**src/rtl/nts_pkg.sv**
```systemverilog
// ----------------------------------------------------------------------------
// Nearest texel sampler package
// Shared widths, codes and request/result types of the texture sampler.
// ----------------------------------------------------------------------------
`default_nettype none

package nts_pkg;

  localparam int unsigned FRAC_BITS  = 16;
  localparam int unsigned COORD_W    = 24;
  localparam int unsigned DIM_W      = 9;
  localparam int unsigned INDEX_W    = 16;
  localparam int unsigned TEXEL_W    = 32;
  localparam int unsigned MAX_TEXELS = 65536;

  // Width of a computed texel address: (2^DIM_W - 1)^2 plus a column still fits.
  localparam int unsigned ADDR_CALC_W = 2 * DIM_W + 1;
  // Width used to compare addresses against the store depth (depth up to 2^24).
  localparam int unsigned CMP_W       = 25;

  localparam int unsigned APB_DATA_W = 32;
  localparam int unsigned PADDR_W    = 4;
  localparam int unsigned REG_IDX_W  = 2;

  localparam logic [REG_IDX_W-1:0] REG_TEX_WIDTH  = 2'd0;
  localparam logic [REG_IDX_W-1:0] REG_TEX_HEIGHT = 2'd1;
  localparam logic [REG_IDX_W-1:0] REG_WRAP_MODE  = 2'd2;

  localparam logic [TEXEL_W-1:0] WHITE_TEXEL = '1;

  typedef enum logic {
    REQ_WRITE  = 1'b0,
    REQ_SAMPLE = 1'b1
  } req_type_e;

  typedef enum logic {
    WRAP_REPEAT = 1'b0,
    WRAP_MIRROR = 1'b1
  } wrap_mode_e;

  typedef struct packed {
    req_type_e                  req_type;
    logic [INDEX_W-1:0]         texel_index;
    logic [TEXEL_W-1:0]         texel_value;
    logic signed [COORD_W-1:0]  u_coord;
    logic signed [COORD_W-1:0]  v_coord;
  } req_t;

  typedef struct packed {
    logic [TEXEL_W-1:0] sample_color;
    logic               used_default;
  } result_t;

  typedef struct packed {
    logic [DIM_W-1:0] tex_width;
    logic [DIM_W-1:0] tex_height;
    wrap_mode_e       wrap_mode;
  } cfg_t;

endpackage

`default_nettype wire

```
**src/rtl/nts_wrap.sv**
```systemverilog
// ----------------------------------------------------------------------------
// Coordinate wrap unit
// Wraps one fixed-point coordinate into the unit tile and scales it to a
// clamped texel index along one axis.
// ----------------------------------------------------------------------------
`default_nettype none

module nts_wrap (
  input  logic signed [nts_pkg::COORD_W-1:0] coord_i,
  input  logic [nts_pkg::DIM_W-1:0]          dim_i,
  input  nts_pkg::wrap_mode_e                wrap_mode_i,
  output logic [nts_pkg::DIM_W-1:0]          idx_o
);

  import nts_pkg::*;

  localparam int unsigned ProdW = FRAC_BITS + 1 + DIM_W;

  logic [FRAC_BITS-1:0] frac;
  logic                 odd_tile;
  logic [FRAC_BITS:0]   scale;
  logic [ProdW-1:0]     prod;
  logic [DIM_W:0]       pix;

  assign frac     = coord_i[FRAC_BITS-1:0];
  assign odd_tile = coord_i[FRAC_BITS];

  // Mirrored repeat reflects the fraction on odd tiles.
  always_comb begin
    if ((wrap_mode_i == WRAP_MIRROR) && odd_tile) begin
      scale = {1'b1, {FRAC_BITS{1'b0}}} - {1'b0, frac};
    end else begin
      scale = {1'b0, frac};
    end
  end

  assign prod = {{DIM_W{1'b0}}, scale} * {{(FRAC_BITS + 1){1'b0}}, dim_i};
  assign pix  = prod[ProdW-1:FRAC_BITS];

  always_comb begin
    if (pix >= {1'b0, dim_i}) begin
      idx_o = dim_i - DIM_W'(1);
    end else begin
      idx_o = pix[DIM_W-1:0];
    end
  end

endmodule

`default_nettype wire

```
**config.mk**
```make
export PLATFORM = sky130hd
export DESIGN_NAME = nts_wrap
export DESIGN_NICKNAME = d
export VERILOG_FILES = /design/src/rtl/nts_pkg.sv /design/src/rtl/nts_wrap.sv
export SDC_FILE = /design/constraint.sdc
export NUM_CORES = 1
export LEC_CHECK = 0
export BUFFER_PORTS_ARGS = -buffer_cell sky130_fd_sc_hd__buf_2
export CAP_MARGIN = 20
export CORE_MARGIN = 2
export CORE_UTILIZATION = 58
export DETAILED_ROUTE_END_ITERATION = 8
export PLACE_DENSITY = 0.8
export RECOVER_POWER = 25
export SETUP_SLACK_MARGIN = 0.02
export SLEW_MARGIN = 25
export SYNTH_ARGS = -nofsm -noshare
export SYNTH_HDL_FRONTEND = slang
export SYNTH_SLANG_ARGS = --single-unit
```
**constraint.sdc**
```tcl
create_clock -name vclk -period 7.7
set_input_delay 0.385 -clock vclk [all_inputs]
set_output_delay 0.385 -clock vclk [all_outputs]
set_load 0.005 [all_outputs]
```
==> impl_results.md, run 1 <==
- Post-synthesis xor/xnor area fraction: 6.48%
- Cells after Synth: between 600 and 700
- Worst Setup End Kind: output pin
- DRC violation total after the first TritonRoute iteration: about 350
- Grt ovf: 0
- Post-Syn Area: 0.00527 mm²
- Cell Count, Final, Fillers Out: ~890
- Initial DRT Pass Iterations: 6
- Via Count: a little over 5000
- Final WL: ~16 mm
- First-pass GRT wire length: 24.9 mm
- Post-synthesis sequential area ratio: 0%
- CP Max Fanout: 7
- WP data arrival: around 7.5 ns
- # diodes: 0
- Slowest stage cell on the critical path: fa_1
- Total GRT Usage: a little under a third
- Largest delay contributor family on the critical path: adder cells
- CP max stage delay: 0.55 ns
- Core Rows: 34
- Synthesized net count: around 850
- Total core area: about 0.0088 mm²
- Failing checks: setup timing
- Worst vdd ir: between 0.0006 and 0.0007 V
- Initial antenna violation count: 0
- Outcome: finished, violations left
- Endpoints failing setup: 9
- HPWL Detailed: around 12 mm
- Boundary Pins: 43
- FMAX: ~0.13 GHz
- Compound-gate portion of the synthesized area: 8.97%
- Crit path kind: in -> out
- Area grow syn2layout: 28.1%
- Slew Limit Fails: 0
- Layout cell share with drive strength beyond 1: between 20% and 30%
- RSZ-0062 raised after global routing: yes
- Post-layout util: approximately 77%
- ANT nets after route: 0
- Synth Area in Simple Gates: 18.4%
- Worst Max-Slew Pin Slew: between 0.6 and 0.7 ns
- DR DRC count: 0
- Inst Count DP: around 870
- Adder-Cell Fraction of Synth Area: a little over half
- Fin worst setup slack: -0.227 ns
- Critical path buffers and inverters: 9
- Largest family of logic cells by synthesized area: adder cells
- Max_cap viols: 0
- Total power: about 3.4 mW
- Die height: just under 100 µm
- WL/cell: 18.4 µm
- Yosys Warn Count: 0
- Leak: 3.56 nW
- Total power divided by cell area: 511 mW/mm²
- Minimum clock period: slightly below 8 ns
- Initial Util: between 60 and 70%
- Synth unique cells: between 50 and 60
- DIE AREA: ~0.01 mm²
- Top cell by count, worst path: fa_1
- CLK BUF: 0
- Post-synthesis mux area share: between 2 and 2.5%
- Largest net degree at the start of global routing: 22
- Number of global-route vias before repair: about 5600
- Final nets: 975
- Worst min path class: in -> out
- Syn Area/Cell: 8.07 µm²
- Max_slew headroom: 55.0%
- Vias/cell: about 6
- Num sequential: 0
- Hold Fails Final Rpt: 0
- Die Wd: between 90 and 100 µm
- CP Launch Type: primary input
- IO buf count: 36
- Final period utilization: 103%
- GP Congestion: around 1.0
- Seq. cell area: 0 µm²
- Critical Path RT: 7.32 ns
-- Yosys cell counts (2+ instances only) --
cell      number  area [µm²]
fa_1         105        2100
o21ai_0       11        55.1
a21oi_1       18        90.1
nor4_1         5        31.3
nand3_1        9        45.0
inv_1        138         518
mux2i_1        2        20.0
nor2_1        97         364
a31oi_1        6        37.5
a211oi_1       3        22.5
ha_1          53         663
clkinv_1       2        7.51
nor3_1         9        45.0
xnor2_1       20         175
mux2_4         7         105
nand3b_1       2        15.0
and3_1         3        18.8
and2_1        17         106
o21bai_1       3        22.5
nand2_1       68         255
o21a_1         2        15.0
xor2_1        19         166
clkbuf_1      13        48.8
nand2b_1       5        31.3
a221o_1        2        20.0
a21o_1         7        52.6
-- worst min-delay path, stage by stage --
cell     delay, ns
buf_2         0.17
nor3_1        0.09
nand2_1       0.09
a31oi_1       0.08
buf_2         0.13
-- placed cells by master, fill, tap and decap left out, types with 3 or more instances in the layout --
cell / n
xnor2_2: 3
nor2_1: 87
buf_6: 10
ha_1: 45
a21oi_2: 6
nand3_1: 8
xnor2_1: 17
inv_1: 130
o21ai_1: 4
and2_1: 16
xor2_2: 3
fa_2: 3
buf_2: 28
buf_4: 105
mux2_4: 7
fa_1: 102
xor2_1: 16
a21oi_1: 13
a31oi_1: 4
nand2b_1: 4
inv_2: 8
nand2_1: 65
nor3_1: 7
and3_1: 3
ha_4: 6
nor2_2: 9
a21o_1: 7
o21ai_0: 6
-- report_power, final --
part | switching, mW | total, mW | internal, mW | leakage (nW)
registers | 0 | 0 | 0 | 0
clock network | 0 | 0 | 0 | 0
logic | 1.65 | 3.45 | 1.80 | 3.56
-- kinds of logic (layout without fill, tap and decap cells) --
logic type | after synthesis | after routing
buf+inv | 156 | 284
mux | 9 | 9
simple gates | 223 | 223
xor+xnor | 39 | 39
fa+ha+maj | 158 | 158
compound gates | 68 | 68
-- final cells by class --
cell class         count  area (µm²)
multi-input cells    497        5040
fillers              576        2010
repair buffers       144        1060
inverters            140         526
well taps            108         135
-- per-stage QoR --
step           hold WS (ns)  instance area [µm²]  setup slack, ns  TNS, ns
2_1_floorplan         0.959                 5270            0.221        0
3_3_place_gp           1.30                 6180           -0.119   -0.759
3_5_place_dp           1.32                 6180           -0.295    -2.23
4_1_cts                1.32                 6430          -0.0147  -0.0319
5_1_grt                1.39                 6750           -0.501    -4.16
6_report               1.33                 6750           -0.227    -1.69
-- timing repair --
item,in CTS,in global routing
pin swaps,36,50
hold buffers,0,0
buffers inserted,11,10
gates resized for setup,39,54
endpoints found under the hold margin,0,0
endpoints found under the setup margin,9,9
-- metal layers --
metal  vias up  track usage [%]  wire length (µm)
met5         -                0                 0
met4         0             14.9              1120
met3       106             4.08              1180
met2       310             58.2              8440
met1      2499             35.8              5600
li1       2276                -                 -
-- worst paths after layout --
check	start	to	slack (ns)	depth (start not counted)
hold / removal	dim_i[5]	idx_o[5]	1.33	5
setup / recovery	coord_i[5]	idx_o[3]	-0.23	34
Power figures use the tool's default switching activity.
==> run 2: changes to the inputs <==
Settings changed: ABC_AREA set to 1, CORE_UTILIZATION 58 to 46, PLACE_DENSITY 0.8 to 0.63.
Clock period 7.7 ns to 8.17 ns, I/O delays scaled along.
==> run 2 against run 1 <==
The run now ends clean. Count of clock-buffer cells in the layout unchanged. Synthesized cell count increased by 29%. Setup slack improved by 0.94 ns. Combinational power decreased by 41%. Global-route usage decreased by 7.7 points. Critical path type unchanged. Largest cell class unchanged. Largest power group unchanged.
==> impl_results.md, run 2 <==
- Final period utilization: between 90% and 100%
- Post-synthesis mux area share: 0% (was 2.37%)
- Met1 usage: 32.5% (was 35.8%)
- Worst Max-Slew Pin Slew: 0.735 ns (was 0.674 ns)
- Synth unique cells: 34 (was 53)
- Internal: 757 µW (was 1.80 mW)
- CLK BUF: 0 (unchanged)
- Net Sw Frac: 62.7% (was 47.9%)
- Slowest stage cell on the critical path: fa_1 (unchanged)
- GR Util met2: 42.7% (was 58.2%)
- FMAX: around 0.13 GHz
- Max_cap viols: 0 (unchanged)
- Commonest cells post-synth: inv_1 (202), nand2_1 (191), nor2_1 (137) (was inv_1 (138), fa_1 (105), nor2_1 (97))
- Yosys top cell by area: fa_1 (unchanged)
- Initial antenna violation count: 0 (unchanged)
- Top post-synthesis cells by area: fa_1 (37%), inv_1 (13%), nand2_1 (12%) (was fa_1 (40%), ha_1 (13%), inv_1 (9.8%))
- Final WL: 14.4 mm (was 16.3 mm)
- Fin Setup TNS: 0 ns (was -1.69 ns)
- HPWL Detailed: 12.2 mm (was 12.5 mm)
- RSZ-0062 raised after global routing: no (was yes)
- Crit path kind: in -> out (unchanged)
- Num sequential: 0 (unchanged)
- Synthesized net count: 1036 (was 845)
- Reg power frac: 0% (about the same)
- Outcome: complete, no violations (was finished, violations left)
- Critical Path RT: 7.76 ns (was 7.32 ns)
- Post-Syn Area: 0.00575 mm² (was 0.00527 mm²)
- Syn Area/Cell: 6.81 µm² (was 8.07 µm²)
- # diodes: 0 (unchanged)
- Area of the multi-input gates: 0.00490 mm² (was 0.00504 mm²)
- Count leader, synth: inv_1 (unchanged)
- Clock power frac: 0% (about the same)
- Sw power: 1.27 mW (was 1.65 mW)
- Largest family of logic cells by synthesized area: adder cells (unchanged)
- Endpoints failing setup: 0 (was 9)
- Via Count: 5112 (was 5191)
- Die Wd: 116 µm (was 99.3 µm)
- Grt ovf: 0 (unchanged)
- Final nets: 1063 (was 975)
- Final hold slack: 1.37 ns (was 1.33 ns)
- Worst Setup End Kind: output pin (unchanged)
- Synth Area in Simple Gates: 29.2% (was 18.4%)
- Commonest non-fill, non-tap cells in the layout: inv_1 (201), nand2_1 (190), nor2_1 (136) (was inv_1 (130), buf_4 (105), fa_1 (102))
- Met3 Use GR: 1.46% (was 4.08%)
- Worst vdd ir: 0.000158 V (was 0.000656 V)
- Largest delay contributor family on the critical path: adder cells (unchanged)
- Minimum clock period: between 7 and 8 ns
- Area grow syn2layout: 6.71% (was 28.1%)
- IO buf count: 36 (unchanged)
- Seq. cell area: 0 µm² (unchanged)
- Boundary Pins: 43 (unchanged)
- Gr busiest metal: met2 (unchanged)
- Hold Fails Final Rpt: 0 (unchanged)
- Compound-gate portion of the synthesized area: 5.64% (was 8.97%)
- WP data arrival: 7.05 ns (was 7.54 ns)
- Layout filler cell count: 1327 (was 576)
- DR DRC count: 0 (unchanged)
- Layout cell share with drive strength beyond 1: 8.98% (was 28.9%)
- Vias/cell: 4.93 (was 5.84)
- Core Rows: 40 (was 34)
- Design area: 0.00613 mm² (was 0.00675 mm²)
- Cells after Synth: 844 (was 653)
- Leak: 3.55 nW (was 3.56 nW)
- DRC violation total after the first TritonRoute iteration: 251 (was 345)
- Total GRT Usage: 23.8% (was 31.4%)
- Commonest non-fill, non-tap cell in the layout: inv_1 (unchanged)
- Initial Util: 47.4% (was 60.2%)
- Total core area: 0.0121 mm² (was 0.00876 mm²)
- Largest net degree at the start of global routing: 21 (was 22)
- CP max stage delay: 0.54 ns (was 0.55 ns)
- Post-synthesis sequential area ratio: 0% (unchanged)
- First-pass GRT wire length: 25.5 mm (was 24.9 mm)
- Dpl cell area: 0.00607 mm² (was 0.00618 mm²)
- DIE AREA: 0.0134 mm² (was 0.00987 mm²)
- Adder-Cell Fraction of Synth Area: 48.1% (was 52.5%)
- Logic pwr share: 100.0% (about the same)
- ANT nets after route: 0 (unchanged)
- GP Congestion: 0.899 (was 1.02)
- CP Launch Type: primary input (unchanged)
- WL/cell: 13.8 µm (was 18.4 µm)
- Max_slew headroom: 51.0% (was 55.0%)
- Yosys top cell area share: 36.6% (was 39.9%)
- Die height: 116 µm (was 99.3 µm)
- Yosys Warn Count: 0 (unchanged)
- Critical path buffers and inverters: 10 (was 9)
- Total power divided by cell area: 331 mW/mm² (was 511 mW/mm²)
- CP Max Fanout: 9 (was 7)
- Slew Limit Fails: 0 (unchanged)
- Post-synthesis xor/xnor area fraction: 1.83% (was 6.48%)
- Number of global-route vias before repair: 5398 (was 5554)
- Initial DRT Pass Iterations: 5 (was 6)
- Worst min path class: in -> out (unchanged)
run 2: layout make-up:
cell class	instances	area share, %
Tap cell	168	3.43
Timing Repair Buffer	42	3.88
Multi-Input combinational cell	618	79.9
Inverter	209	12.8
run 2: logic make-up (layout without fill, tap and decap cells):
logic type,count (synthesis),in the layout
xor gates and xnor gates,12,12
buffers and inverters,226,251
and+or+nand+nor,392,392
adders and majority gates,158,158
AOI/OAI and AO/OA,56,56
run 2: worst paths after layout:
path	from	endpoint	slack, ns	depth (start not counted)
max	coord_i[0]	idx_o[0]	0.71	40
min	dim_i[3]	idx_o[3]	1.37	5
run 2: metrics by stage:
| step | setup slack [ns] | util [%] | instances | total power, mW |
|---|---|---|---|---|
| 3_3_place_gp | 0.413 | 50.1 | 1034 | 1.98 |
| 3_5_place_dp | 0.449 | 50.1 | 1034 | 1.99 |
| 4_1_cts | 0.409 | 50.1 | 1034 | 2.00 |
| 6_report | 0.710 | 50.6 | 1037 | 2.03 |
| 5_1_grt | 0.0660 | 50.6 | 1037 | 2.36 |
| 2_1_floorplan | 1.46 | - | 844 | 1.48 |
run 2: what timing repair did:
action	CTS	global route
hold buffers	0	0
setup endpoints to repair	0	9
setup buffers	0	3
resized for setup	0	9
run 2: per-layer routing:
metal | vias to the layer above | wire, µm
li1 | 2544 | -
met1 | 2466 | 6580
met2 | 86 | 6950
met3 | 16 | 617
met4 | 0 | 205
met5 | - | 0
run 2: power by group through the flow:
stage,Clock (mW),Combinational (mW),Sequential (mW)
after floorplan,0,1.48,0
after global placement,0,1.98,0
after detailed placement,0,1.99,0
after CTS,0,2.00,0
after global routing,0,2.36,0
final,0,2.03,0
