$ cat src/rtl/nts_pkg.sv
// ----------------------------------------------------------------------------
// Nearest texel sampler package
// Shared widths, codes and request/result types of the texture sampler.
// ----------------------------------------------------------------------------
`default_nettype none

package nts_pkg;

  localparam int unsigned FRAC_BITS  = 16;
  localparam int unsigned COORD_W    = 24;
  localparam int unsigned DIM_W      = 9;
  localparam int unsigned INDEX_W    = 16;
  localparam int unsigned TEXEL_W    = 32;
  localparam int unsigned MAX_TEXELS = 65536;

  // Width of a computed texel address: (2^DIM_W - 1)^2 plus a column still fits.
  localparam int unsigned ADDR_CALC_W = 2 * DIM_W + 1;
  // Width used to compare addresses against the store depth (depth up to 2^24).
  localparam int unsigned CMP_W       = 25;

  localparam int unsigned APB_DATA_W = 32;
  localparam int unsigned PADDR_W    = 4;
  localparam int unsigned REG_IDX_W  = 2;

  localparam logic [REG_IDX_W-1:0] REG_TEX_WIDTH  = 2'd0;
  localparam logic [REG_IDX_W-1:0] REG_TEX_HEIGHT = 2'd1;
  localparam logic [REG_IDX_W-1:0] REG_WRAP_MODE  = 2'd2;

  localparam logic [TEXEL_W-1:0] WHITE_TEXEL = '1;

  typedef enum logic {
    REQ_WRITE  = 1'b0,
    REQ_SAMPLE = 1'b1
  } req_type_e;

  typedef enum logic {
    WRAP_REPEAT = 1'b0,
    WRAP_MIRROR = 1'b1
  } wrap_mode_e;

  typedef struct packed {
    req_type_e                  req_type;
    logic [INDEX_W-1:0]         texel_index;
    logic [TEXEL_W-1:0]         texel_value;
    logic signed [COORD_W-1:0]  u_coord;
    logic signed [COORD_W-1:0]  v_coord;
  } req_t;

  typedef struct packed {
    logic [TEXEL_W-1:0] sample_color;
    logic               used_default;
  } result_t;

  typedef struct packed {
    logic [DIM_W-1:0] tex_width;
    logic [DIM_W-1:0] tex_height;
    wrap_mode_e       wrap_mode;
  } cfg_t;

endpackage

`default_nettype wire

$ cat src/rtl/nts_cfg.sv
// ----------------------------------------------------------------------------
// Sampler configuration registers
// APB register file holding texture width, height and wrap mode.
// ----------------------------------------------------------------------------
`default_nettype none

module nts_cfg (
  input  logic                           clk_i,
  input  logic                           rst_ni,
  input  logic                           psel,
  input  logic                           penable,
  input  logic                           pwrite,
  input  logic [nts_pkg::PADDR_W-1:0]    paddr,
  input  logic [nts_pkg::APB_DATA_W-1:0] pwdata,
  output logic [nts_pkg::APB_DATA_W-1:0] prdata,
  output logic                           pready,
  output nts_pkg::cfg_t                  cfg_o
);

  import nts_pkg::*;

  logic [REG_IDX_W-1:0] reg_idx;
  logic                 wr_en;
  cfg_t                 cfg_q;

  assign reg_idx = paddr[PADDR_W-1:2];
  assign pready  = 1'b1;
  assign wr_en   = psel & penable & pwrite & pready;

  always_ff @(posedge clk_i or negedge rst_ni) begin
    if (!rst_ni) begin
      cfg_q.tex_width  <= '0;
      cfg_q.tex_height <= '0;
      cfg_q.wrap_mode  <= WRAP_REPEAT;
    end else if (wr_en) begin
      unique case (reg_idx)
        REG_TEX_WIDTH:  cfg_q.tex_width  <= pwdata[DIM_W-1:0];
        REG_TEX_HEIGHT: cfg_q.tex_height <= pwdata[DIM_W-1:0];
        REG_WRAP_MODE:  cfg_q.wrap_mode  <= wrap_mode_e'(pwdata[0]);
        default: ;
      endcase
    end
  end

  always_comb begin
    unique case (reg_idx)
      REG_TEX_WIDTH:  prdata = APB_DATA_W'(cfg_q.tex_width);
      REG_TEX_HEIGHT: prdata = APB_DATA_W'(cfg_q.tex_height);
      REG_WRAP_MODE:  prdata = APB_DATA_W'(cfg_q.wrap_mode);
      default:        prdata = '0;
    endcase
  end

  assign cfg_o = cfg_q;

endmodule

`default_nettype wire

$ cat config.mk
export PLATFORM = sky130hd
export DESIGN_NAME = nts_cfg
export DESIGN_NICKNAME = d
export VERILOG_FILES = /design/src/rtl/nts_pkg.sv /design/src/rtl/nts_cfg.sv
export SDC_FILE = /design/constraint.sdc
export NUM_CORES = 1
export LEC_CHECK = 0
export ABC_AREA = 1
export BUFFER_PORTS_ARGS = -buffer_cell sky130_fd_sc_hd__buf_2
export CAP_MARGIN = 20
export CELL_PAD_IN_SITES_DETAIL_PLACEMENT = 1
export CELL_PAD_IN_SITES_GLOBAL_PLACEMENT = 2
export CORE_MARGIN = 4
export CORE_UTILIZATION = 17
export CTS_BUF_LIST = sky130_fd_sc_hd__clkbuf_8 sky130_fd_sc_hd__clkbuf_16
export CTS_CLUSTER_SIZE = 12
export DETAILED_ROUTE_END_ITERATION = 10
export HOLD_SLACK_MARGIN = 0.05
export PLACE_DENSITY = 0.83
export RECOVER_POWER = 25
export SLEW_MARGIN = 20
export SYNTH_ARGS = -nofsm -noshare
export SYNTH_HDL_FRONTEND = slang
export SYNTH_SLANG_ARGS = --single-unit
$ cat constraint.sdc
create_clock -name clk_i -period 0.8 [get_ports clk_i]
set_input_delay 0.12 -clock clk_i [delete_from_list [all_inputs] [get_ports clk_i]]
set_output_delay 0.12 -clock clk_i [all_outputs]
set_load 0.1 [all_outputs]
==> impl_summary.md, run 1 <==
Status
The run finished, with violations left. The final reports fail on negative setup slack.

Power
The power per cell area is 2770 mW/mm². The total internal power is roughly 0.0035 W. The total power is 0.00734 W. The analysis attributes to net switching a power of roughly 0.0038 W.

The switching portion of total power is 0.518. Of the total power, registers draw 0.210. The worst-case IR drop observed on VDD is between 0.0006 and 0.0007 V. The share of total power dissipated in combinational logic is 0.698.

Of the total power, the clock network draws 0.092. In this run the static leakage power is approximately 1.4 nW.

Clock tree
Clock-pin slew was measured on the worst setup and hold paths at around 0.08 ns. The total CTS buffers is 3. The H-tree level count is 1. The clock drives 19 sinks. The later-pin clock latency in the skew report is roughly 0.25 ns.

The clock tree from TritonCTS is built. The tree is rooted in a sky130_fd_sc_hd__clkbuf_8. The clock passes through at most 2 buffers.

Setup path
Measured in cells, the most critical reg-to-reg path has a length of 4. In this run the critical register-to-register path is launched from cfg_o[3]. The sort of element at the start of the critical path is a flip-flop.

Of all nets on the critical path, the largest fanout is 3. In this run the critical register-to-register path is captured at cfg_o[3]. The reg2reg setup slack is -0.14 ns. STA puts the critical path data required time at about 0.68 ns. The sort of element at the end of the critical path is a primary output. The arrival time reported for the critical path endpoint is 1.08 ns. The worst setup path is of the flip-flop to primary output kind.

Yosys
Synthesis inferred 19 register bits. Counting every instance in the synthesized netlist gives around 150. After synthesis, the cell types taking the most area are sky130_fd_sc_hd__dfrtp_1 (42%), sky130_fd_sc_hd__nand2_1 (28%), sky130_fd_sc_hd__buf_4 (16%), sky130_fd_sc_hd__nor2_8 (3.5%), sky130_fd_sc_hd__nand2_4 (3.0%). The Yosys warning count is 0. The share of the Yosys chip area taken by registers is 0.419. The number of different library cells used by synthesis comes to 13. In the synthesized netlist the dominant register cell turns out to be sky130_fd_sc_hd__dfrtp_1. The area share of the leading cell type in the synthesized netlist is 0.419. In the post-synthesis netlist, the cell with the most instances is sky130_fd_sc_hd__nand2_1. The mean post-synth cell area is a little under 8 µm². Summing every instance area after synthesis gives approximately 0.0011 mm².

Ranked by instance count, the synthesized netlist is headed by sky130_fd_sc_hd__nand2_1 (86), sky130_fd_sc_hd__buf_4 (24), sky130_fd_sc_hd__dfrtp_1 (19). The number of synthesized flops with an enable pin is 0. Of all flip-flops after synthesis, the portion carrying an async set or reset was 1.00. The most area-hungry cell type in the Yosys netlist is sky130_fd_sc_hd__dfrtp_1.

Final layout
The count of antenna diodes in the layout is 0. The register with the most flip-flops in the layout has 19 of them. The fraction of layout instances using a drive strength above 1 is 0.699. Once layout is complete, the cells apart from fillers number between 300 and 400.

The final net count is 271. The area growth from synthesis to layout is 134%. After routing the design area is approximately 0.0027 mm².

Detailed routing
Summed over all layers, the routed wires come to ~4.1 mm. The antenna violation net count after detailed routing is 0. The first-iteration detailed-routing DRC count is 18.

After detailed routing, the number of remaining DRC violations is 0. Using the TritonRoute via totals, the vias-per-cell ratio works out to between 3 and 4. The number of detailed-route iterations in the first pass is 3. After detailed routing, the average wire length per cell comes to between 10 and 15 µm. The via count is 1,155.

Floorplanning
The die footprint is ~0.0080 mm². The initialized floorplan defines 29 standard-cell rows. The boundary pin count is 93. The vertical die dimension is between 80 and 90 µm.

The die is 89.7 µm wide. The region available for standard cell placement spans around 0.0064 mm². The initial utilization of the core area, before any placement, comes to 0.177.

Worst hold path
The cell depth of the worst hold path is 3. The path with the worst hold slack has its endpoint at cfg_o[8]. The startpoint of the most critical hold path is pwdata[7]. In this run the worst hold path is classified as primary input to flip-flop.

Timing
The worst setup skew after layout is 0 ns. The maximum frequency from static timing analysis is 836 MHz. The clock period minus final worst setup slack is between 1 and 1.5 ns. The post-route worst setup slack is -0.396 ns. Of the available clock period, the critical path in the final layout requires 1.49.

The count of pins over their slew limit is 0. The final count of hold timing violations was 0. Setup violations remaining at the end of the flow were counted as 46.

Setup repair after global routing could not meet its margin everywhere.

Global routing
For this run, the total global-route usage over all layers was measured as 0.104. The global-route wire length before repair is about 6.1 mm. Global routing finished with a remaining overflow of 0. The number of global-route vias before repair came to between 1,000 and 1,500. Entering global routing, the biggest net connects 20 pins.

The initial antenna violation count is 0.

Placement
After detailed placement, the total cell area comes to roughly 0.0022 mm². Once placement completed, the tool counted placed cells totaling 286. Port buffering added 43 buffers. The minimum setup slack after placement is -0.283 ns. The post-DP HPWL is approximately 2.9 mm. The global placer's final weighted congestion is between 0.6 and 0.7.

Flow run
Across the run, the number of max-cap violations was 0.
## critical path, cell delays in order (launching register included)
cell	delay, ns
sky130_fd_sc_hd__dfrtp_4	0.51
sky130_fd_sc_hd__nand2_4	0.07
sky130_fd_sc_hd__nand3_4	0.08
sky130_fd_sc_hd__buf_12	0.17
## per-layer routing
layer  wire (µm)  share of wire  global-route usage
met1        1390           0.34               0.106
met4          48          0.012              0.0406
met3         224          0.055              0.0146
met5           0              0                   0
met2        2430           0.59               0.207
## logic make-up (layout without fill, tap and decap cells)
| group | Yosys count | in the layout | synth area share |
|---|---|---|---|
| AND/OR/NAND/NOR | 97 | 97 | 0.397 |
| buffers and inverters | 28 | 89 | 0.177 |
| flip-flops | 19 | 19 | 0.419 |
| other | 2 | 24 | 0.00662 |
## how the worst max path moves through the flow
stage,to,slack [ns],cells after the start,start
floorplan,prdata[0],-0.32,2,cfg_o[0]
finish,prdata[0],-0.40,3,cfg_o[1]
global placement,prdata[3],-0.25,7,paddr[3]
detailed placement,prdata[6],-0.28,7,paddr[3]
global route,prdata[0],-0.43,3,cfg_o[1]
CTS,cfg_o[9],-0.40,2,cfg_o[9]
## cells in the final DEF, fill, tap and decap left out
master and count:
sky130_fd_sc_hd__buf_2 15, sky130_fd_sc_hd__nand3_1 1, sky130_fd_sc_hd__dfrtp_4 19, sky130_fd_sc_hd__clkbuf_8 3
sky130_fd_sc_hd__inv_8 1, sky130_fd_sc_hd__conb_1 24, sky130_fd_sc_hd__nand2_2 18, sky130_fd_sc_hd__buf_12 29
sky130_fd_sc_hd__clkinv_2 1, sky130_fd_sc_hd__nor2_8 2, sky130_fd_sc_hd__buf_6 34, sky130_fd_sc_hd__nand2_4 23
sky130_fd_sc_hd__nand2_8 8, sky130_fd_sc_hd__nor2_1 1, sky130_fd_sc_hd__nand3_4 2, sky130_fd_sc_hd__dlygate4sd3_1 1
sky130_fd_sc_hd__buf_4 2, sky130_fd_sc_hd__nand2_1 40, sky130_fd_sc_hd__inv_1 2, sky130_fd_sc_hd__nor2_4 2
sky130_fd_sc_hd__inv_2 1
## cell type report
type	count	area, µm²
flip-flops and latches	19	547
well taps	77	96.3
fillers	687	3770
multi-input cells	121	878
inverters	4	22.5
clock buffers	3	41.3
repair buffers	81	1060
clock inverters	1	5.00
## what timing repair did
| item | 4_1_cts | 5_1_grt |
|---|---|---|
| endpoints found under the hold margin | 19 | 0 |
| setup buffers | 2 | 14 |
| endpoints found under the setup margin | 46 | 53 |
| resized for setup | 61 | 19 |
| pin swaps | 29 | 21 |
| hold buffers | 1 | 0 |
## power groups by stage
| stage | Clock [W] | Combinational [W] | Sequential [W] |
|---|---|---|---|
| CTS | 0.000716 | 0.00482 | 0.00153 |
| floorplan | 0 | 0.00142 | 0.00295 |
| detailed placement | 0 | 0.00454 | 0.00144 |
| global route | 0.000758 | 0.00531 | 0.00157 |
| global placement | 0 | 0.00450 | 0.00143 |
| finish | 0.000673 | 0.00512 | 0.00154 |
## stage by stage
step | util | hold slack, ns | setup TNS, ns
final | 0.413 | 0.0754 | -12.32
after global routing | 0.413 | 0.0823 | -14.01
after CTS | 0.388 | 0.0617 | -11.39
after detailed placement | 0.343 | 0.0959 | -6.70
after global placement | 0.343 | 0.0973 | -5.87
after floorplan | - | -0.176 | -3.82
Note: power is estimated with default switching activity, not from simulation.
==> inputs of run 2 (changes only) <==
--- a/config.mk
+++ b/config.mk
@@ -18,6 +18,7 @@
 export HOLD_SLACK_MARGIN = 0.05
 export PLACE_DENSITY = 0.83
 export RECOVER_POWER = 25
+export SKIP_LAST_GASP = 1
 export SLEW_MARGIN = 20
 export SYNTH_ARGS = -nofsm -noshare
 export SYNTH_HDL_FRONTEND = slang
==> run 2 against run 1 <==
  * The flow still finishes with violations (negative setup slack)
  * Wire length hardly changed
  * Non-clock buffer count is the same
  * Critical endpoint unchanged
  * Global-route usage about the same
  * Worst hold slack barely moved
  * Sequential share of layout area is the same
  * Register-to-register slack hardly changed
  * First-iteration DRC count is 17% higher
  * Critical path type unchanged
  * Die area unchanged
  * Core utilization stayed put
  * Cell count stayed put
==> impl_summary.md, run 2 (synthesis results as in run 1) <==
Global routing
The number of global-route vias before repair is 1,170. In the global route stage, overall resource usage came out at 0.103. The initial antenna violation count was 0. The pin count of the biggest net entering global routing is 20.

The global-route wire length before repair is just over 6 mm. The total overflow left after global routing is 0.

Floorplanning
The boundary pin count is 93. The floorplan step defined a core boundary enclosing between 0.006 and 0.007 mm². The horizontal die dimension is roughly 90 µm. The initial cell density of the core is 0.177. The die covers 0.00804 mm². The floorplan has 29 rows.

From bottom edge to top edge, the die measures around 90 µm.

Clock tree
The H-tree level count is 1. Clock-pin slew was measured on the worst setup and hold paths at approximately 0.080 ns. TritonCTS built the clock tree. The maximum clock path buffer count is 2. The clock net in this run drives a total of 19 sinks.

The later-pin clock latency in the skew report is about 0.25 ns. The buffer cell driving the clock tree root is sky130_fd_sc_hd__clkbuf_8. The total CTS buffers is 3.

Setup path
The critical path is of the flip-flop to primary output type. The arrival time reported for the critical path endpoint is 1.08 ns. The capturing point of the worst reg2reg path is cfg_o[3]. For the worst setup path, the data required time is around 0.68 ns. Across all register-to-register paths, the minimum setup slack is -0.14 ns. The sort of element at the end of the critical path is a primary output.

The worst register-to-register path has a depth of 4. The sort of element at the start of the critical path is a flip-flop. The worst-path maximum fanout is 3. The worst register-to-register path begins at cfg_o[3].

Detailed routing
The detailed router finished its first iteration with 21 violations. The detailed-route DRC error count is 0. The highest routing layer actually used is met4. The number of detailed-route iterations in the first pass is 3. In the final routed layout, each cell accounts on average for between 10 and 15 µm. The via count is about 1,200. After detailed routing, the met2 layer carries between 2 and 2.5 mm of wire. Using the TritonRoute via totals, the vias-per-cell ratio works out to roughly 3.8. The detailed router put a total of ~1.4 mm of wire on met1. After detailed routing, the total wire length is 4.09 mm. The antenna violation net count after detailed routing is 0. The routed length on met3 is ~220 µm.

Timing
The final setup violation count is 46. The final count of hold timing violations is 0. The clock arrives with 0 ns of skew. Static timing analysis puts the maximum clock frequency at roughly 840 MHz.

The count of pins over their slew limit was 0. The worst hold slack is 0.0755 ns. The clock period minus final worst setup slack is between 1 and 1.5 ns.

The share of the cycle needed by the critical path after routing is 1.49. Once routing completed, OpenROAD measured the worst setup slack at -0.396 ns. Setup repair after global routing could not meet its margin everywhere.

Final layout
In the layout the commonest cells are sky130_fd_sc_hd__nand2_1 (40), sky130_fd_sc_hd__buf_6 (34), sky130_fd_sc_hd__buf_12 (29), sky130_fd_sc_hd__conb_1 (24), sky130_fd_sc_hd__nand2_4 (23). The final layout contains 271 nets. The fraction of layout instances using a drive strength above 1 is 0.699.

The repair_antennas step left the layout with diodes totalling 0. The fill cell total of the finished layout is around 700. The most common library cell in the layout ignoring fill and taps is sky130_fd_sc_hd__nand2_1.

The area growth from synthesis to final layout is 134%. The flip-flop count of the largest register after layout is 19.

Worst hold path
The destination of the worst hold path is cfg_o[8]. The cell depth of the worst hold path is 3. The startpoint of the most critical hold path is pwdata[7]. The type of the worst min-delay path is primary input to flip-flop.

Power
For this design the ratio of total power to cell area is about 2800 mW/mm². The static leakage power is approximately 1.4 nW. The peak supply drop is roughly 0.00067 V.

Placement
Prior to clock tree synthesis, the placed netlist has a worst setup slack of -0.283 ns. The global placer's final weighted congestion is between 0.6 and 0.7. Summed over all nets, the half-perimeter wirelength after detailed placement is roughly 2.9 mm. The count of port buffers added during placement is between 40 and 50.

Flow run
The max-cap check violation count is 0.

Status
The flow ran to the end, but the final reports show violations. The final reports fail on negative setup slack.
[run 2: cell counts in the layout (fill, tap and decap cells not counted)]
Identical to the previous run, type by type.
[run 2: what timing repair did]
action / CTS / global route
setup buffers: 2 / 14
pin swaps: 27 / 24
hold buffers: 1 / 0
endpoints found under the setup margin: 46 / 53
resized for setup: 60 / 20
endpoints found under the hold margin: 19 / 0
[run 2: report_power, final]
| group | internal, W | switching, W |
|---|---|---|
| registers | 0.00129 | 0.000257 |
| clock network | 0.000346 | 0.000327 |
| logic | 0.00190 | 0.00322 |
| total | 0.00353 | 0.00381 |
[run 2: stage by stage]
step	total power [W]	util	area, µm²	cells	TNS (ns)
5_1_grt	0.00765	0.413	2650	306	-14.01
4_1_cts	0.00707	0.388	2490	293	-11.40
6_report	0.00734	0.413	2650	306	-12.33
3_3_place_gp	0.00593	0.343	2200	286	-5.87
3_5_place_dp	0.00598	0.343	2200	286	-6.70
2_1_floorplan	0.00436	-	1480	168	-3.82
[run 2: cell type report]
type | count | area [µm²] | area share
inverters | 4 | 22.5 | 0.00849
multi-input cells | 121 | 878 | 0.331
repair buffers | 81 | 1060 | 0.401
clock inverters | 1 | 5.00 | 0.00189
well taps | 77 | 96.3 | 0.0363
clock buffers | 3 | 41.3 | 0.0156
flip-flops and latches | 19 | 547 | 0.206
[run 2: worst max path at each step]
| stage | start | to |
|---|---|---|
| 2_1_floorplan | cfg_o[0] | prdata[0] |
| 3_3_place_gp | paddr[3] | prdata[3] |
| 3_5_place_dp | paddr[3] | prdata[6] |
| 4_1_cts | cfg_o[9] | cfg_o[9] |
| 5_1_grt | cfg_o[1] | prdata[0] |
| 6_report | cfg_o[1] | prdata[0] |
[run 2: routing by layer]
| layer | vias up | track usage |
|---|---|---|
| li1 | 556 | - |
| met1 | 553 | 0.105 |
| met2 | 42 | 0.207 |
| met3 | 4 | 0.0146 |
| met4 | 0 | 0.0406 |
| met5 | - | 0 |
[run 2: critical path, stage by stage, from the launching register on]
cell	delay, ns
sky130_fd_sc_hd__dfrtp_4	0.51
sky130_fd_sc_hd__nand2_4	0.07
sky130_fd_sc_hd__nand3_4	0.08
sky130_fd_sc_hd__buf_12	0.17
==> inputs of run 3 (changes only) <==
--- a/config.mk
+++ b/config.mk
@@ -15,9 +15,11 @@
 export CTS_BUF_LIST = sky130_fd_sc_hd__clkbuf_8 sky130_fd_sc_hd__clkbuf_16
 export CTS_CLUSTER_SIZE = 12
 export DETAILED_ROUTE_END_ITERATION = 10
+export GPL_TIMING_DRIVEN = 0
 export HOLD_SLACK_MARGIN = 0.05
 export PLACE_DENSITY = 0.83
 export RECOVER_POWER = 25
+export REMOVE_ABC_BUFFERS = 1
 export SKIP_LAST_GASP = 1
 export SLEW_MARGIN = 20
 export SYNTH_ARGS = -nofsm -noshare
==> run 3 against run 2 <==
  * The flow still finishes with violations (negative setup slack)
  * Global-route usage fell by 1.2 points
  * Power down 11%
  * Sequential power fell by 14%
  * Sequential cell count is the same
  * Design area decreased by 20%
  * Setup slack better by 0.049 ns
==> impl_summary.md, run 3 (synthesis results as in run 1) <==
Status
The flow ran to the end, but the final reports show violations. The checks that failed: negative setup slack.

Clock tree
No sink is reached through more buffers than the 2 on the longest clock path. After clock tree synthesis, the clock-pin slew on the worst setup and hold paths is 0.08 ns. The number of clock sinks is 19.

The total CTS buffers is 3. The buffer cell driving the clock tree root is sky130_fd_sc_hd__clkbuf_8. The later-pin clock latency in the skew report is about 0.26 ns.

CTS built an H-tree with a depth of 1. The clock tree from TritonCTS is built.

Timing
Clock skew on the completed layout was measured at 0 ns. The share of the cycle needed by the critical path after routing is 1.43. The count of pins over their slew limit is 0. The clock period minus final worst setup slack is approximately 1.1 ns. The sum of negative setup slack is -7.72 ns.

Setup violations remaining at the end of the flow were counted as 31. The post-route worst setup slack is -0.347 ns. The maximum frequency from static timing analysis is 872 MHz. Setup repair after global routing could not meet its margin everywhere. The final count of hold timing violations was 0.

Worst hold path
The worst hold path belongs to the class primary input to flip-flop.

Detailed routing
The first-iteration detailed-routing DRC count is 18. The count of nets left with antenna violations once routing finished came out at 0. The total detailed-routing wirelength is 3.77 mm. For this block, the via count after detailed routing is around 1,100. The via density per instance is 3.71. In the final routed layout, each cell accounts on average for ~13 µm. The detailed-route DRC error count is 0. For this run, the detailed router's first-pass iteration total came to 2.

Floorplanning
The initial cell density of the core is 0.177. The die is between 80 and 90 µm wide. The die covers about 0.0080 mm².

Pin placement for this block handled slightly above 90 I/O pins. The vertical die dimension is between 80 and 90 µm. The area of the placeable core is between 0.006 and 0.007 mm². The number of standard-cell rows in the floorplan is 29.

Final layout
0 antenna diodes ended up in the layout. After the last flow step, the layout net total stands at about 260. The finished layout holds ~300 standard cells, fillers aside. The flip-flop count of the largest register after layout is 19. From synthesis to final layout, the design area changed by 87.4%. The fraction of layout instances using a drive strength above 1 is 0.434. The most common library cell in the layout ignoring fill and taps is sky130_fd_sc_hd__nand2_1. In the layout the commonest cells are sky130_fd_sc_hd__nand2_1 (76), sky130_fd_sc_hd__buf_12 (28), sky130_fd_sc_hd__conb_1 (24), sky130_fd_sc_hd__dfrtp_1 (19).

Setup path
In this design, the largest share of critical-path delay is due to flip-flops. The sort of element at the end of the critical path is a primary output. Walking the worst path, the cells encountered are nand2_1 -> nand2_2 -> buf_12.

The number of buffers and inverters on the critical path is 1. The arrival time reported for the critical path endpoint is between 1 and 1.5 ns. The data required time at the worst endpoint is roughly 0.68 ns. The worst-path maximum fanout is 3. The slowest cell on the critical path is sky130_fd_sc_hd__dfrtp_1.

The sort of element at the start of the critical path is a flip-flop. The highest cell delay on the worst timing path is between 0.4 and 0.5 ns. The worst setup path is of the flip-flop to primary output kind.

Global routing
The initial antenna violation count is 0. The pin count of the biggest net entering global routing is 20. The first global-routing pass estimated roughly 5.4 mm of wire. For this run, global-route usage on met1 was measured as 0.102.

The fraction of met2 tracks used by global routing is 0.169. After global routing the overflow that remains totals 0. The number of global-route vias before repair is between 1,000 and 1,500. The global-route layer with the greatest usage is met2. For this run, global-route usage on met3 was measured as 0.0137. In the global route stage, overall resource usage came out at 0.0911.

Flow run
The max-cap check violation count is 0.

Placement
The post-DP HPWL is 2.54 mm. Port buffering added 43 buffers. The global placer's final weighted congestion is a little under 0.7. After detailed placement, the design holds a cell count of ~260.

Power
VDD sags by at most about 0.00098 V. For this design the ratio of total power to cell area is 3080 mW/mm². The static leakage power is around 1.2 nW.
## run 3: where the power goes
part	switching [W]	internal, W
Combinational	0.00300	0.00154
Sequential	0.000172	0.00116
Clock	0.000340	0.000342
## run 3: final cells by class
type,instances,area (µm²)
Tap cell,77,96.3
Multi-Input combinational cell,121,571
Fill cell,757,4300
Clock inverter,1,3.75
Timing Repair Buffer,73,917
Clock buffer,3,41.3
Inverter,4,20.0
Sequential cell,19,475
## run 3: metrics by stage
stage	hold WS, ns	utilization	area, µm²	total power [W]	setup slack (ns)
after global placement	0.0882	0.210	1350	0.00437	-0.524
after floorplan	-0.176	-	1040	0.00393	-1.13
final	0.0756	0.331	2120	0.00655	-0.347
after CTS	0.0724	0.289	1860	0.00605	-0.358
after global routing	0.0760	0.331	2120	0.00681	-0.391
after detailed placement	0.0964	0.210	1350	0.00440	-0.523
## run 3: layer usage
layer	up-vias	share of wire
met5	-	0
met4	0	0.016
met3	5	0.047
met2	36	0.57
met1	521	0.37
li1	544	-
## run 3: what timing repair did
item / CTS / global route
gates resized for setup: 110 / 26
endpoints found under the setup margin: 28 / 32
cloned: 0 / 0
hold endpoints to repair: 19 / 0
hold buffers: 1 / 0
pin swaps: 11 / 10
setup buffers: 9 / 20
## run 3: worst paths after layout
check	from	cells after the start	slack (ns)	to
max	cfg_o[9]	3	-0.35	prdata[8]
min	pwdata[4]	3	0.08	cfg_o[5]
max reg2reg	cfg_o[12]	4	-0.06	cfg_o[12]
min reg2reg	cfg_o[0]	2	0.52	cfg_o[0]
max in group asynchronous	rst_ni	2	0.13	cfg_o[17]
min in group asynchronous	rst_ni	2	0.36	cfg_o[0]
## run 3: worst min-delay path: stages
cell	delay [ns]
sky130_fd_sc_hd__buf_2	0.09
sky130_fd_sc_hd__nand2_1	0.05
sky130_fd_sc_hd__nand2_1	0.05
